File: src/hdl/star_point_projector_macros.svh
`ifndef STAR_POINT_PROJECTOR_MACROS_SVH
`define STAR_POINT_PROJECTOR_MACROS_SVH

// same-cycle implication
`define SPP_ASSERT_NOW(lbl, clk, rst, ante, cons, msg) \
   lbl: assert property (@(posedge clk) disable iff (rst) (ante) |-> (cons)) else $error(msg);

// next-cycle implication
`define SPP_ASSERT_NEXT(lbl, clk, rst, ante, cons, msg) \
   lbl: assert property (@(posedge clk) disable iff (rst) (ante) |=> (cons)) else $error(msg);

`endif

File: src/hdl/spp_pkg.sv
package spp_pkg;

   localparam int QuotBits  = 28;
   localparam int RemBits   = 17;
   localparam int FadeBits  = 8;
   localparam int CellCount = QuotBits;

   localparam logic [16:0] DepthNear = 17'd2048;
   localparam logic [23:0] DepthFar  = 24'd76800;
   localparam logic [16:0] FadeSpan  = 17'd74752;
   localparam logic [31:0] RectOpcode = 32'hF600_0000;
   localparam logic [7:0]  AlphaFull  = 8'hFF;

   localparam logic [1:0] RegScale  = 2'd0;
   localparam logic [1:0] RegWidth  = 2'd1;
   localparam logic [1:0] RegHeight = 2'd2;

   typedef struct packed {
      logic signed [23:0] star_x;
      logic signed [23:0] star_y;
      logic signed [23:0] star_z;
      logic               final_star;
   } req_type;

   typedef struct packed {
      logic        visible;
      logic [31:0] color_word;
      logic [31:0] rect_first_word;
      logic [31:0] rect_second_word;
      logic        final_out;
   } rsp_type;

   typedef struct packed {
      logic                valid;
      logic                fin;
      logic                in_range;
      logic                neg_x;
      logic                neg_y;
      logic [RemBits-1:0]  divisor;
      logic [RemBits-1:0]  rem_x;
      logic [RemBits-1:0]  rem_y;
      logic [RemBits-1:0]  rem_f;
      logic [QuotBits-1:0] bits_x;
      logic [QuotBits-1:0] bits_y;
      logic [FadeBits-1:0] bits_f;
   } stage_type;

endpackage

File: src/hdl/spp_cell.sv
module spp_cell import spp_pkg::*; (
   input  logic      clock,
   input  logic      reset,
   input  logic      fade_en,
   input  stage_type stage_prev,
   output stage_type stage_out
);

   logic [RemBits:0] try_x;
   logic [RemBits:0] try_y;
   logic [RemBits:0] try_f;
   logic             ge_x;
   logic             ge_y;
   logic             ge_f;
   stage_type        stage_in;
   stage_type        stage_ff;

   always_comb begin
      try_x = {stage_prev.rem_x, stage_prev.bits_x[QuotBits-1]};
      try_y = {stage_prev.rem_y, stage_prev.bits_y[QuotBits-1]};
      try_f = {stage_prev.rem_f, stage_prev.bits_f[FadeBits-1]};
      ge_x  = try_x >= {1'b0, stage_prev.divisor};
      ge_y  = try_y >= {1'b0, stage_prev.divisor};
      ge_f  = try_f >= {1'b0, FadeSpan};
      stage_in        = stage_prev;
      stage_in.rem_x  = ge_x ? RemBits'(try_x - {1'b0, stage_prev.divisor})
                             : try_x[RemBits-1:0];
      stage_in.rem_y  = ge_y ? RemBits'(try_y - {1'b0, stage_prev.divisor})
                             : try_y[RemBits-1:0];
      stage_in.bits_x = {stage_prev.bits_x[QuotBits-2:0], ge_x};
      stage_in.bits_y = {stage_prev.bits_y[QuotBits-2:0], ge_y};
      if (fade_en) begin
         stage_in.rem_f  = ge_f ? RemBits'(try_f - {1'b0, FadeSpan})
                                : try_f[RemBits-1:0];
         stage_in.bits_f = {stage_prev.bits_f[FadeBits-2:0], ge_f};
      end
   end

   always_ff @(posedge clock) begin
      if (reset) begin
         stage_ff.valid <= 1'b0;
      end else begin
         stage_ff <= stage_in;
      end
   end

   assign stage_out = stage_ff;

endmodule

File: config.mk
export PLATFORM = sky130hd
export DESIGN_NAME = spp_cell
export DESIGN_NICKNAME = d
export VERILOG_FILES = /design/src/hdl/star_point_projector_macros.svh /design/src/hdl/spp_pkg.sv /design/src/hdl/spp_cell.sv
export SDC_FILE = /design/constraint.sdc
export NUM_CORES = 1
export LEC_CHECK = 0
export BUFFER_PORTS_ARGS = -buffer_cell sky130_fd_sc_hd__buf_2
export CAP_MARGIN = 20
export CORE_UTILIZATION = 53
export DETAILED_ROUTE_END_ITERATION = 7
export MAX_ROUTING_LAYER = met4
export PLACE_DENSITY = 0.88
export SLEW_MARGIN = 10
export SYNTH_ARGS = -nofsm -noshare
export SYNTH_HDL_FRONTEND = slang
export SYNTH_SLANG_ARGS = --single-unit
File: constraint.sdc
create_clock -name clock -period 6.4 [get_ports clock]
set_input_delay 0.64 -clock clock [delete_from_list [all_inputs] [get_ports clock]]
set_output_delay 0.64 -clock clock [all_outputs]
set_load 0.02 [all_outputs]
==> flow_metrics.env <==
export IMPL_placed_cells=939
export IMPL_num_io_pins=277
export IMPL_cts_sinks=137
export IMPL_nNetsFinal=964
export IMPL_synth_distinct_cells=59
export IMPL_core_area_um2=12600
export IMPL_cp_arrival_ns=3.13
export IMPL_rsz0062_at_grt="no"
export IMPL_route_antenna_remaining_nets=0
export IMPL_fin_crit_sh=0.463
export IMPL_synth_seq_area_share=0.597
export IMPL_fmax_mhz=338
export IMPL_grt_max_degree=76
export IMPL_vdd_drop_max_mv=0.147
export IMPL_clockRootBuffer="clkbuf_16"
export IMPL_place_hpwl_um=14200
export IMPL_min_period_ns=2.96
export IMPL_drv_slew=0
export IMPL_num_rows=41
export IMPL_syn2layout_area_growth_pct=31.6
export IMPL_synth_cells=503
export IMPL_crit_chain="buf_2, inv_1, ha_1, inv_1, fa_1, a21o_1, a221oi_2, o21ai_2, o211ai_2, nand2_2, mux2_4"
export IMPL_min_path_type="input pin to flip-flop"
export IMPL_antenna_found_initial=2
export IMPL_largest_reg_flops=137
export IMPL_slowest_stage="fa_1"
export IMPL_cp_start_kind="input pin"
export IMPL_busiest_layer="met2"
export IMPL_tns_ns=0
export IMPL_port_buffers=276
export IMPL_final_area_um2=9050
export IMPL_slew_headroom=0.392
export IMPL_cts_buffer_depth=2
export IMPL_yosysWarnings=0
export IMPL_async_flop_share=0
export IMPL_place_area_um2=8420
export IMPL_grtUsageTotal=0.281
export IMPL_drv_cap=0
export IMPL_max_stage_delay_ns=0.40
export IMPL_end_kind="flip-flop"
export IMPL_pre_cts_slack_ns=3.06
export IMPL_drive_gt1_frac=0.458
export IMPL_grt_met1_usage=0.297
export IMPL_cts_setup_buffers=0
export IMPL_vias_per_cell=5.50
export IMPL_met2_usage=0.491
export IMPL_gp_congestion=0.981
export IMPL_fp_dieW_um=116
export IMPL_fin_ws_ns=3.44
export IMPL_syn_area_per_cell_um2=13.7
export IMPL_ys_ff_latch=137
export IMPL_fin_cells=975
export IMPL_worstMarginPinSlew_ns=0.912
export IMPL_path_clk_slew_ns=0.06
export IMPL_crit_type="input pin to flip-flop"
export IMPL_die_h_um=116
export IMPL_finalWirelength_um=18400
export IMPL_htreeDepth=4
export IMPL_cpMostUsedCell="inv_1"
export IMPL_grt_pass1_vias=5158
export IMPL_syn_nets=681
export IMPL_cts_resized=0
export IMPL_cts_buffers=17
export IMPL_dieArea_um2=13400
export IMPL_cts_tree="yes"
export IMPL_run_status="completed"
export IMPL_num_vias=5360
export IMPL_synth_edff_count=136
export IMPL_detail_route_wl_per_cell_um=18.9
export IMPL_start_util=0.545
export IMPL_syn_area_um2=6880
export IMPL_dr_pass1_iters=5
export IMPL_grt_first_pass_wirelength_um=26700
export IMPL_hold_buffers=0
export IMPL_grt_use_met3=0.0669
export IMPL_grt_overflow_total=0
export IMPL_finalHoldViolCount=0
export IMPL_path_max_fanout=18
export IMPL_cp_num_buf_inv=3
export IMPL_worstPathRequired_ns=6.56
export IMPL_crit_family="compound AO/OA/AOI/OAI gates"
export IMPL_post_route_drc_count=0
export IMPL_powerDensity_nw_per_um2=302
export IMPL_synthFlopType="edfxtp_1"
export IMPL_leakage_uw=0.00401
export IMPL_drtIter0Drc=536
export IMPL_setup_viol=0
cells by family (layout without fill, tap and decap cells):
logic type / Yosys count / after routing / share of synthesized area
mux: 53 / 53 / 0.0934
other cells: 0 / 4 / 0
fa+ha+maj: 38 / 38 / 0.0713
compound gates: 103 / 103 / 0.104
buf+inv: 46 / 342 / 0.0277
xor+xnor: 28 / 28 / 0.0357
simple gates: 98 / 98 / 0.0715
flops: 137 / 137 / 0.597
report_power, final:
part | switching [µW] | internal [µW] | leakage [µW]
clock | 380 | 652 | 0.000291
combinational | 345 | 228 | 0.00238
sequential | 24.7 | 1100 | 0.00134
total | 750 | 1980 | 0.00401
cell usage in the layout, fill, tap and decap left out, types with 3 or more instances in the layout:
cell / count
clkbuf_16: 17
nor3_1: 10
xor2_1: 16
nor2b_1: 3
o21bai_1: 4
nand3_1: 9
o21ai_0: 16
bufinv_16: 4
clkinvlp_4: 4
ha_1: 36
a211oi_1: 5
a21o_1: 9
a211o_1: 4
buf_2: 276
inv_6: 4
a31oi_1: 3
mux2i_1: 6
nor2_1: 26
diode_2: 4
nor4_1: 3
o31ai_1: 4
inv_1: 32
edfxtp_1: 136
nand2b_1: 3
o21a_1: 4
a21oi_1: 30
nand4_1: 7
o211ai_1: 3
nand2_1: 20
xnor2_1: 12
nor3b_1: 4
and3_1: 6
mux2_2: 33
mux2_4: 14
final timing paths:
path	depth (start not counted)	from	endpoint	slack [ns]
setup / recovery	11	stage_prev[35]	stage_out[89]	3.44
hold / removal	1	stage_prev[51]	stage_out[52]	0.39
routing by layer:
metal,wire length [µm],vias up
li1,-,2499
met1,6540,2567
met2,10000,257
met3,1390,37
met4,456,0
met5,0,-
metrics by stage:
stage | total power (µW) | hold WS [ns] | utilization
final | 2730 | 0.394 | 0.717
after global routing | 2830 | 0.374 | 0.717
after CTS | 2740 | 0.371 | 0.716
after detailed placement | 1710 | 0.818 | 0.667
after global placement | 1690 | 0.817 | 0.667
after floorplan | 1520 | 0.712 | -
cells in the mapped netlist (5+ instances only):
cell      count  share of area
edfxtp_1    136           0.59
ha_1         36          0.066
inv_1        33          0.018
mux2_2       33          0.054
a21oi_1      30          0.022
nor2_1       26          0.014
nand2_1      20          0.011
o21ai_0      16          0.012
xor2_1       16          0.020
mux2_4       14          0.031
xnor2_1      12          0.015
nor3_1       10         0.0073
a21o_1        9         0.0098
nand3_1       9         0.0066
clkbuf_1      8         0.0044
nand4_1       7         0.0064
and3_1        6         0.0055
mux2i_1       6         0.0087
a211oi_1      5         0.0055
cell type report:
class,count,area [µm²]
multi-input combinational,320,2580
timing repair buffer,277,1390
tap,172,215
clock buffer,17,425
fill,886,3570
clock inverter,15,198
antenna,4,10.0
inverter,33,129
sequential,137,4100
(Power assumes the default switching activity.)
