`src/hdl/star_point_projector_macros.svh`:
```
`ifndef STAR_POINT_PROJECTOR_MACROS_SVH
`define STAR_POINT_PROJECTOR_MACROS_SVH

// same-cycle implication
`define SPP_ASSERT_NOW(lbl, clk, rst, ante, cons, msg) \
   lbl: assert property (@(posedge clk) disable iff (rst) (ante) |-> (cons)) else $error(msg);

// next-cycle implication
`define SPP_ASSERT_NEXT(lbl, clk, rst, ante, cons, msg) \
   lbl: assert property (@(posedge clk) disable iff (rst) (ante) |=> (cons)) else $error(msg);

`endif

```
`src/hdl/spp_pkg.sv`:
```
package spp_pkg;

   localparam int QuotBits  = 28;
   localparam int RemBits   = 17;
   localparam int FadeBits  = 8;
   localparam int CellCount = QuotBits;

   localparam logic [16:0] DepthNear = 17'd2048;
   localparam logic [23:0] DepthFar  = 24'd76800;
   localparam logic [16:0] FadeSpan  = 17'd74752;
   localparam logic [31:0] RectOpcode = 32'hF600_0000;
   localparam logic [7:0]  AlphaFull  = 8'hFF;

   localparam logic [1:0] RegScale  = 2'd0;
   localparam logic [1:0] RegWidth  = 2'd1;
   localparam logic [1:0] RegHeight = 2'd2;

   typedef struct packed {
      logic signed [23:0] star_x;
      logic signed [23:0] star_y;
      logic signed [23:0] star_z;
      logic               final_star;
   } req_type;

   typedef struct packed {
      logic        visible;
      logic [31:0] color_word;
      logic [31:0] rect_first_word;
      logic [31:0] rect_second_word;
      logic        final_out;
   } rsp_type;

   typedef struct packed {
      logic                valid;
      logic                fin;
      logic                in_range;
      logic                neg_x;
      logic                neg_y;
      logic [RemBits-1:0]  divisor;
      logic [RemBits-1:0]  rem_x;
      logic [RemBits-1:0]  rem_y;
      logic [RemBits-1:0]  rem_f;
      logic [QuotBits-1:0] bits_x;
      logic [QuotBits-1:0] bits_y;
      logic [FadeBits-1:0] bits_f;
   } stage_type;

endpackage

```
`src/hdl/spp_back.sv`:
```
module spp_back import spp_pkg::*; (
   input  logic      clock,
   input  logic      reset,
   input  stage_type stage_last,
   input  logic [9:0] screen_w,
   input  logic [9:0] screen_h,
   output logic      rsp_valid,
   output rsp_type   rsp_data
);

   logic signed [30:0] px;
   logic signed [30:0] py;
   logic signed [30:0] sx;
   logic signed [30:0] sy;
   logic               vis;
   logic [7:0]         shade;
   logic [31:0]        ux;
   logic [31:0]        uy;
   logic               rsp_valid_ff;
   rsp_type            rsp_in;
   rsp_type            rsp_ff;

   always_comb begin
      px = stage_last.neg_x ? -$signed({3'd0, stage_last.bits_x})
                            :  $signed({3'd0, stage_last.bits_x});
      py = stage_last.neg_y ? -$signed({3'd0, stage_last.bits_y})
                            :  $signed({3'd0, stage_last.bits_y});
      sx = px + $signed({22'd0, screen_w[9:1]});
      sy = $signed({22'd0, screen_h[9:1]}) - py;
      vis = stage_last.in_range && !sx[30] && !sy[30] &&
            (sx < $signed({21'd0, screen_w})) && (sy < $signed({21'd0, screen_h}));
      shade = 8'd255 - stage_last.bits_f;
      ux = {22'd0, sx[9:0]};
      uy = {22'd0, sy[9:0]};
      rsp_in.visible          = vis;
      rsp_in.final_out        = stage_last.fin;
      rsp_in.color_word       = vis ? {shade, shade, shade, AlphaFull} : 32'd0;
      rsp_in.rect_first_word  = vis ? (RectOpcode | ((ux + 32'd1) << 14) | ((uy + 32'd1) << 2))
                                    : 32'd0;
      rsp_in.rect_second_word = vis ? ((ux << 14) | (uy << 2)) : 32'd0;
   end

   always_ff @(posedge clock) begin
      if (reset) begin
         rsp_valid_ff <= 1'b0;
      end else begin
         rsp_valid_ff <= stage_last.valid;
      end
      rsp_ff <= rsp_in;
   end

   assign rsp_valid = rsp_valid_ff;
   assign rsp_data  = rsp_ff;

endmodule

```
`config.mk`:
```
export PLATFORM = sky130hd
export DESIGN_NAME = spp_back
export DESIGN_NICKNAME = d
export VERILOG_FILES = /design/src/hdl/star_point_projector_macros.svh /design/src/hdl/spp_pkg.sv /design/src/hdl/spp_back.sv
export SDC_FILE = /design/constraint.sdc
export NUM_CORES = 1
export LEC_CHECK = 0
export BUFFER_PORTS_ARGS = -buffer_cell sky130_fd_sc_hd__buf_4
export CORE_MARGIN = 8
export CORE_UTILIZATION = 54
export DETAILED_ROUTE_END_ITERATION = 16
export PLACE_DENSITY_LB_ADDON = 0.08
export SETUP_SLACK_MARGIN = 0.5
export SLEW_MARGIN = 25
export SYNTH_ARGS = -nofsm -noshare
export SYNTH_HDL_FRONTEND = slang
export SYNTH_SLANG_ARGS = --single-unit
export TNS_END_PERCENT = 100
```
`constraint.sdc`:
```
create_clock -name clock -period 16.4 [get_ports clock]
set_input_delay 4.1 -clock clock [delete_from_list [all_inputs] [get_ports clock]]
set_output_delay 4.1 -clock clock [all_outputs]
set_load 0.05 [all_outputs]
```
==> results.md <==
- Synth Instances: around 800
- PnR worst setup slack: ~7100 ps
- Xor and xnor fraction of the mapped netlist area: 12.0%
- Leak Pwr: between 3 and 4 nW
- Netlist Area Pre-Place: ~6300 um2
- Starting Density: 55.3%
- RD Place Congestion: between 0.8 and 0.9
- Fmax: roughly 0.11 GHz
- Status: completed
- Cells on Worst Hold Path: 1
- Share of post-route cells with drive strength above 1: between 20% and 30%
- Most common cell after layout, fill and taps aside: buf_4
- Sink Count: 54
- DIE HEIGHT: 124 um
- Via count: approximately 6300
- H-Tree Depth: 2
- # rows: 39
- Yosys reg bits: 54
- RSZ-0062 raised after global routing: no
- CTS tree: done
- WHS Endpoint: rsp_data[0]$_DFF_P_
- Post_cts resized: 0
- Hold_ws: about 3900 ps
- Mapped Avg Cell Area: just under 8 um2
- # DRC: 0
- Prevailing post-synth register cell: dfxtp_1
- Critical path's largest stage delay: about 800 ps
- Initial antenna violation count: 0
- Slowest cell on the critical path: or4_4
- Power density cells: 59.3 nW/um2
- Final Instance Count excl. Fillers: about 1100
- Synth Warn #: 0
- First-pass GRT wire length: a little under 30000 um
- Gr ovfl total: 0
- Vias per cell: 5.89
- CP Capture Type: flop
- Distinct cells, synth: between 70 and 80
- Global router's overall resource usage: a little over a fifth
- Register cell area after layout: about 1100 um2
- Filler instances: between 1000 and 1500
- Largest net degree at the start of global routing: 52
- Max cap viols: 0
- Max_slew headroom: between 50% and 60%
- Routed WL per cell: 16.1 um
- Final Critical Period: about 9300 ps
- Hold WC Path Type: primary input to flop
- Worst-margin pin slew: between 700 and 800 ps
- Area share of fa/ha/maj cells after synthesis: 8.92%
- Post-CTS Setup Inserts: 0
- VDD IR max: approximately 0.11 mV
- Critical Path Source Type: primary input
- Most frequent cells in the layout: buf_4, nand2_1, nor3_1
- EDFF count, synth: 0
- Mux contribution to synthesized area: around 1.8%
- Root Buffer: clkbuf_16
- Setup TNS: 0 ps
- Vias in the first global route: approximately 6200
- Crit path DAT: approximately 9500 ps
- Area grow syn2layout: 19.2%
- Die area: roughly 15000 um2
- Crit path kind: primary input to flop
- Final period utilization: 57.0%
- Die Width: roughly 120 um
- Clock Path Buffers: 2
- Antenna cells: 0
- Compound-Gate Fraction of Synth Area: between 20% and 30%
- Placed Cells: around 1100
- Cell Chain, Critical Path: buf_4 -> inv_1 -> nor2_1 -> xnor2_1 -> ha_1 -> a21o_1 -> a221oi_1 -> o21ai_0 -> xor2_1 -> ha_1 -> nor2b_1 -> o21ai_0 -> nand3_1 -> a211oi_1 -> o211ai_1 -> a2111oi_2 -> nand4_1 -> or4_4 -> nor4b_1
- # IOs: between 200 and 300
- Setup violations, final: 0
- Required time worst endpoint: 16590 ps
- Core ar.: around 11000 um2
- CTS Buf Count: 5
- DRT Pass-1 Iters: 4
- Min-delay src: stage_last[135]
- Setup WS pre-CTS: 6460 ps
- Final HPWL DP: 13800 um
- Max Slew Vio Count: 0
- Area of the multi-input gates: roughly 4700 um2
- Synth async-reset ratio: 0%
- Port Buf Inserts: ~170
- Final wirelength: 17200 um
- Simple-gate area share of the yosys netlist: between 20 and 30%
- Final net count: around 1100
- CTS Hold Buffers Added: 0
- Fin. Hold Viols: 0
- Iteration-0 DRC count of the detailed router: just over 400
- Post-synthesis sequential area ratio: 17.0%
- Largest family of logic cells by synthesized area: simple AND/OR/NAND/NOR gates
- Antenna viol nets, final: 0
- Worst-path clk slew: approximately 60 ps
- CP max FO: just over 50
cell usage after synthesis, types with 19 or more instances:
cell type	count	share of area [%]
a21o_1	19	2.2
a21oi_1	30	2.4
buf_4	45	5.3
clkbuf_1	24	1.4
dfxtp_1	54	17
ha_1	42	8.3
inv_1	30	1.8
nand2_1	77	4.6
nand3_1	21	1.7
nor2_1	33	2.0
nor3_1	57	4.5
o21ai_0	24	1.9
xnor2_1	39	5.4
xor2_1	46	6.4
per-stage QoR:
stage | instance area (um2) | total power, mW | utilization, %
after floorplan | 6400 | 0.291 | -
after CTS | 7560 | 0.450 | 65.9
after detailed placement | 7410 | 0.346 | 64.6
final | 7560 | 0.448 | 65.9
after global routing | 7560 | 0.480 | 65.9
after global placement | 7410 | 0.339 | 64.6
cell type report:
class	count	area share, %
Sequential cell	54	14.3
Clock buffer	7	1.89
Clock inverter	1	0.0662
Timing Repair Buffer	175	17.4
Inverter	30	1.49
Tap cell	143	2.37
Multi-Input combinational cell	657	62.5
per-layer routing:
layer	part of all wire [%]	track usage, %	vias to the layer above
li1	-	-	3160
met1	43	25.2	2902
met2	50	37.6	188
met3	4.8	3.32	32
met4	2.2	7.02	0
met5	0	0	-
sequential cells by signal, indices dropped and copies added (netlist names):
signal and count:
rsp_data 53, rsp_valid 1
worst max-delay path by stage:
stage,startpoint,to
2_1_floorplan,stage_last[132],rsp_data[44]$_SDFF_PN0_
3_3_place_gp,stage_last[36],rsp_data[41]$_SDFF_PN0_
3_5_place_dp,stage_last[37],rsp_data[41]$_SDFF_PN0_
4_1_cts,stage_last[37],rsp_data[41]$_SDFF_PN0_
5_1_grt,stage_last[37],rsp_data[63]$_SDFF_PN0_
6_report,stage_last[132],rsp_data[41]$_SDFF_PN0_
worst max-delay path: cells and delay by family:
| kind | cells | cell delay (ps) |
|---|---|---|
| AOI/OAI and AO/OA | 7 | 1840 |
| xor gates and xnor gates | 2 | 590 |
| adders and majority gates | 2 | 640 |
| buffers and inverters | 2 | 610 |
| and+or+nand+nor | 6 | 1730 |
logic make-up (layout without fill, tap and decap cells):
group | count (synthesis) | after routing
and+or+nand+nor | 323 | 323
DFF | 54 | 54
buffers and inverters | 112 | 213
muxes | 11 | 11
other | 1 | 16
AOI/OAI and AO/OA | 177 | 177
adders and majority gates | 44 | 44
xor gates and xnor gates | 86 | 86
where the power goes:
group	leakage, nW	total, mW	switching [mW]	internal (mW)
Sequential	0.435	0.131	0.0000672	0.131
Clock	0.0739	0.102	0.0418	0.0605
Combinational	2.69	0.214	0.127	0.0878
Note: power is estimated with default switching activity, not from simulation.
