File: src/hdl/star_point_projector_macros.svh
`ifndef STAR_POINT_PROJECTOR_MACROS_SVH
`define STAR_POINT_PROJECTOR_MACROS_SVH

// same-cycle implication
`define SPP_ASSERT_NOW(lbl, clk, rst, ante, cons, msg) \
   lbl: assert property (@(posedge clk) disable iff (rst) (ante) |-> (cons)) else $error(msg);

// next-cycle implication
`define SPP_ASSERT_NEXT(lbl, clk, rst, ante, cons, msg) \
   lbl: assert property (@(posedge clk) disable iff (rst) (ante) |=> (cons)) else $error(msg);

`endif

File: src/hdl/spp_pkg.sv
package spp_pkg;

   localparam int QuotBits  = 28;
   localparam int RemBits   = 17;
   localparam int FadeBits  = 8;
   localparam int CellCount = QuotBits;

   localparam logic [16:0] DepthNear = 17'd2048;
   localparam logic [23:0] DepthFar  = 24'd76800;
   localparam logic [16:0] FadeSpan  = 17'd74752;
   localparam logic [31:0] RectOpcode = 32'hF600_0000;
   localparam logic [7:0]  AlphaFull  = 8'hFF;

   localparam logic [1:0] RegScale  = 2'd0;
   localparam logic [1:0] RegWidth  = 2'd1;
   localparam logic [1:0] RegHeight = 2'd2;

   typedef struct packed {
      logic signed [23:0] star_x;
      logic signed [23:0] star_y;
      logic signed [23:0] star_z;
      logic               final_star;
   } req_type;

   typedef struct packed {
      logic        visible;
      logic [31:0] color_word;
      logic [31:0] rect_first_word;
      logic [31:0] rect_second_word;
      logic        final_out;
   } rsp_type;

   typedef struct packed {
      logic                valid;
      logic                fin;
      logic                in_range;
      logic                neg_x;
      logic                neg_y;
      logic [RemBits-1:0]  divisor;
      logic [RemBits-1:0]  rem_x;
      logic [RemBits-1:0]  rem_y;
      logic [RemBits-1:0]  rem_f;
      logic [QuotBits-1:0] bits_x;
      logic [QuotBits-1:0] bits_y;
      logic [FadeBits-1:0] bits_f;
   } stage_type;

endpackage

File: src/hdl/spp_front.sv
module spp_front import spp_pkg::*; (
   input  logic        clock,
   input  logic        reset,
   input  logic        accept,
   input  req_type     req_data,
   input  logic [23:0] scale,
   output stage_type   stage_out
);

   logic               a_valid_ff;
   logic               a_fin_ff;
   logic               a_range_ff;
   logic [16:0]        a_z_ff;
   logic signed [47:0] a_px_ff;
   logic signed [47:0] a_py_ff;
   logic [24:0]        a_f_ff;
   logic signed [48:0] px_full;
   logic signed [48:0] py_full;
   logic [16:0]        fz;
   logic               range_in;
   logic [47:0]        mag_x;
   logic [47:0]        mag_y;
   stage_type          stage_in;
   stage_type          stage_ff;

   always_comb begin
      px_full  = req_data.star_x * $signed({1'b0, scale});
      py_full  = req_data.star_y * $signed({1'b0, scale});
      fz       = req_data.star_z[16:0] - DepthNear;
      range_in = (req_data.star_z >= $signed({7'd0, DepthNear})) &&
                 (req_data.star_z < $signed(DepthFar));
   end

   always_ff @(posedge clock) begin
      if (reset) begin
         a_valid_ff <= 1'b0;
      end else begin
         a_valid_ff <= accept;
      end
      a_fin_ff   <= req_data.final_star;
      a_range_ff <= range_in;
      a_z_ff     <= req_data.star_z[16:0];
      a_px_ff    <= px_full[47:0];
      a_py_ff    <= py_full[47:0];
      a_f_ff     <= fz * 8'd255;
   end

   always_comb begin
      mag_x = a_px_ff[47] ? 48'(-a_px_ff) : a_px_ff;
      mag_y = a_py_ff[47] ? 48'(-a_py_ff) : a_py_ff;
      stage_in.valid    = a_valid_ff;
      stage_in.fin      = a_fin_ff;
      stage_in.in_range = a_range_ff;
      stage_in.neg_x    = a_px_ff[47];
      stage_in.neg_y    = a_py_ff[47];
      stage_in.divisor  = a_z_ff;
      stage_in.rem_x    = {6'd0, mag_x[46:36]};
      stage_in.rem_y    = {6'd0, mag_y[46:36]};
      stage_in.bits_x   = mag_x[35:8];
      stage_in.bits_y   = mag_y[35:8];
      stage_in.rem_f    = a_f_ff[24:8];
      stage_in.bits_f   = a_f_ff[7:0];
   end

   always_ff @(posedge clock) begin
      if (reset) begin
         stage_ff.valid <= 1'b0;
      end else begin
         stage_ff <= stage_in;
      end
   end

   assign stage_out = stage_ff;

endmodule

File: config.mk
export PLATFORM = sky130hd
export DESIGN_NAME = spp_front
export DESIGN_NICKNAME = d
export VERILOG_FILES = /design/src/hdl/star_point_projector_macros.svh /design/src/hdl/spp_pkg.sv /design/src/hdl/spp_front.sv
export SDC_FILE = /design/constraint.sdc
export NUM_CORES = 2
export LEC_CHECK = 0
export BUFFER_PORTS_ARGS = -buffer_cell sky130_fd_sc_hd__buf_2
export CAP_MARGIN = 40
export CORE_MARGIN = 2
export CORE_UTILIZATION = 50
export CTS_CLUSTER_DIAMETER = 60
export DETAILED_ROUTE_END_ITERATION = 8
export PLACE_DENSITY = 0.67
export SLEW_MARGIN = 10
export SYNTH_ARGS = -nofsm -noshare
export SYNTH_HDL_FRONTEND = slang
export SYNTH_SLANG_ARGS = --single-unit
File: constraint.sdc
create_clock -name clock -period 10.4 [get_ports clock]
set_clock_uncertainty 0.15 [all_clocks]
set_input_delay 1.04 -clock clock [delete_from_list [all_inputs] [get_ports clock]]
set_output_delay 1.04 -clock clock [all_outputs]
set_load 0.005 [all_outputs]
==> metrics <==
status=finished, final reports clean; Worst Hold Depth=0; first-pass iteration count of the detailed router=7; Syn Inst Count=roughly 5300; register area share after synthesis=around an eighth; XOR/XNOR share of the synthesized area=under 10%; most frequent cells in the layout=inv_1, fa_1, nand2_1; first-pass GRT wire length=197500 um; Fill cells=9019; CTS tree=done; hold-fix buffers at CTS=0; R2R Path End=stage_out[91]$_DFFE_PN_; worst r2r src=a_py_ff[3]$_DFF_P_; Initial Util=50.31%; DRT antenna net count=0; Vias=35076; Tightest Pin Transition=approximately 0.88 ns; gp weighted congestion=around 0.90; CP most frequent cell=fa_1; post-synthesis mux area share=less than 1%; total negative setup slack=0 ns; RSZ-0062 raised after global routing=no; number of synthesized flops with an enable pin=roughly 120; Yosys reg bits=roughly 260; die height=approximately 320 um; CP arrival=~8.2 ns; largest delay contributor family on the critical path=adder cells; gr ovfl total=0; Tmin final=roughly 7.9 ns; max_cap viols=0; die area=between 100000 and 150000 um^2; clk slew on worst S/H paths=around 0.06 ns; dominant synthesized flop cell=dfxtp_1; TritonCTS Buffers=35; Port-buffer cells=between 200 and 250; Finish-stage setup viols=0; multi-input logic area=approximately 38000 um^2; WP buf/inv=6; CP max-delay cell=fa_1; share of post-route cells with drive strength above 1=between 6 and 7%; post-synthesis adder-cell area fraction=a little over half; vias in the first global route=38919; Worst path max stage delay=0.58 ns; Synth Area in Compound Gates=a little under 5%; Fin. Hold Viols=0; initial antenna violation count=12; nets=6902; hpwl dp=93160 um; max-slew violations=0; Total Wirelength=between 100000 and 150000 um; Avg Inst Size Synth=about 9.5 um^2; wire per inst=between 15 and 20 um; Mapped Area=50230 um^2; Hold Path Sink=stage_out[79]$_DFFE_PN_; row count=between 100 and 150; crit-path max FO=23; reg2reg setup slack=about 6.7 ns; all-layer global routing usage=a little under a quarter; Hold Path Class=flip-flop to flip-flop; simple-gate portion of the synthesized area=15.24%; root buffer cell=clkbuf_16; DR vias/cell=around 5.3; Crit. End Element=flip-flop; CP Data Required Time=10.69 ns; post-synth cell types=a little over 70; Setup Fix Bufs, Post-CTS=0; crit share post-route=roughly three quarters; relative slew slack=about two fifths; commonest non-fill, non-tap cell in the layout=inv_1; CTS sink count=between 200 and 300; largest net degree at the start of global routing=64; register area=between 6000 and 7000 um^2; YS warnings=0; # DRC=0; drt initial violations=1952; crit-path cells=buf_2 -> buf_4 -> nand2_1 -> fa_1 -> fa_1 -> fa_1 -> fa_1 -> inv_1 -> fa_1 -> fa_1 -> inv_1 -> fa_1 -> inv_1 -> ha_1 -> nand4_1 -> o211a_1 -> nor3_1 -> a2111oi_0 -> buf_4 -> or4_1 -> a21oi_1 -> a31oi_1 -> xnor2_1; core area=roughly 100000 um^2; die span in x=around 320 um; R2R cell count=9; Startpoint Class=input port; largest family of logic cells by synthesized area=adder cells; hold_sp=a_f_ff[23]$_DFF_P_; Crit Path Class=input port to flip-flop; I/O pins=237; fmax=~130 MHz; number of H-tree levels=2; worst skew pair latency=~0.57 ns; CTS resizes=0; Max clock buf depth=3; fraction of registers with async set/reset=0%; P&R area growth vs syn=6.710%
-- worst max-delay path by stage --
stage,startpoint,end,slack (ns),depth (start not counted)
floorplan,scale[10],a_py_ff[39]$_DFF_P_,2.65,26
global placement,scale[15],a_px_ff[44]$_DFF_P_,1.65,23
detailed placement,scale[16],a_px_ff[46]$_DFF_P_,1.99,23
CTS,scale[16],a_px_ff[46]$_DFF_P_,2.57,23
global route,scale[12],a_py_ff[41]$_DFF_P_,2.17,24
finish,scale[16],a_px_ff[46]$_DFF_P_,2.48,23
-- cell usage after synthesis (3+ instances only) --
| library cell | n | area share [%] |
|---|---|---|
| inv_1 | 1208 | 9.0 |
| o311ai_0 | 3 | 0.052 |
| a21o_1 | 53 | 0.79 |
| o31ai_1 | 21 | 0.31 |
| and4_1 | 6 | 0.10 |
| a21oi_1 | 122 | 1.2 |
| fa_1 | 1036 | 41 |
| ha_1 | 440 | 11 |
| and2_1 | 572 | 7.1 |
| a2111oi_0 | 3 | 0.052 |
| a41oi_1 | 3 | 0.052 |
| xor2_1 | 35 | 0.61 |
| clkbuf_1 | 255 | 1.9 |
| nand3_1 | 24 | 0.24 |
| a211o_1 | 8 | 0.14 |
| o21ai_0 | 83 | 0.83 |
| nor3b_1 | 5 | 0.075 |
| a211oi_1 | 13 | 0.19 |
| o211ai_1 | 4 | 0.060 |
| nand4_1 | 17 | 0.21 |
| or2_2 | 12 | 0.15 |
| nand2b_1 | 40 | 0.50 |
| mux2i_1 | 3 | 0.060 |
| nor4_4 | 3 | 0.13 |
| or4_1 | 9 | 0.13 |
| a31oi_1 | 15 | 0.19 |
| nor2_1 | 56 | 0.42 |
| or3_4 | 3 | 0.067 |
| o21bai_1 | 23 | 0.34 |
| nand2_1 | 629 | 4.7 |
| and3_1 | 11 | 0.14 |
| edfxtp_1 | 123 | 7.4 |
| or3_1 | 12 | 0.15 |
| nor2b_1 | 38 | 0.47 |
| buf_4 | 13 | 0.19 |
| xnor2_1 | 162 | 2.8 |
| nor3_1 | 22 | 0.22 |
| nor4_1 | 7 | 0.087 |
| o211a_1 | 4 | 0.080 |
| o21a_1 | 13 | 0.19 |
| dfxtp_1 | 141 | 5.6 |
-- through the flow --
stage          utilization, %  worst slack, ns  hold slack [ns]  area, um^2  cells
2_1_floorplan               -            2.653           0.2355       50280   5300
3_3_place_gp            52.24            1.646           0.2354       52170   6579
5_1_grt                 53.68            2.174           0.2571       53600   6654
6_report                53.68            2.478           0.2486       53610   6655
3_5_place_dp            52.38            1.988           0.2387       52310   6586
4_1_cts                 53.65            2.571           0.2500       53580   6650
-- flip-flops by register name (all words and copies together), names as in the netlist --
signal and cells:
a_f_ff 25, a_fin_ff 1, a_px_ff 48, a_py_ff 48
a_range_ff 1, a_valid_ff 1, a_z_ff 16, stage_out 124
-- worst register-to-register path, cell delays in order, from the launching register on --
cell	delay [ns]
dfxtp_1	0.29
nor4_1	0.44
or4bb_1	0.59
nor4_2	0.51
and4bb_2	0.41
or4b_4	0.52
nor3_2	0.19
nand2b_1	0.09
o21ai_1	0.15
xnor2_1	0.08
-- layer usage --
| layer | track usage (%) | part of all wire, % | up-vias |
|---|---|---|---|
| li1 | - | - | 15802 |
| met1 | 30.33 | 40 | 18102 |
| met2 | 43.08 | 52 | 945 |
| met3 | 2.481 | 4.6 | 215 |
| met4 | 7.414 | 2.8 | 12 |
| met5 | 0 | 0.064 | - |
-- final cells by class --
type,instances,area share (%)
Clock inverter,25,0.6629
Clock buffer,39,1.702
Inverter,1208,8.468
Timing Repair Buffer,260,2.780
Antenna cell,4,0.01867
Multi-Input combinational cell,3557,71.18
Sequential cell,264,12.16
Tap cell,1298,3.030
-- cells by family (layout without fill, tap and decap cells) --
logic type | count (synthesis) | after routing
buffers and inverters | 1479 | 1532
multiplexers | 3 | 3
AND/OR/NAND/NOR | 1480 | 1480
other | 1 | 16
flip-flops | 264 | 264
adder cells (fa/ha/maj) | 1476 | 1476
AO/OA/AOI/OAI | 389 | 389
XOR/XNOR | 197 | 197
Power is left out: the tool's default activity adds up to more than one toggle a clock period on the data nets, which glitch-free logic cannot reach.
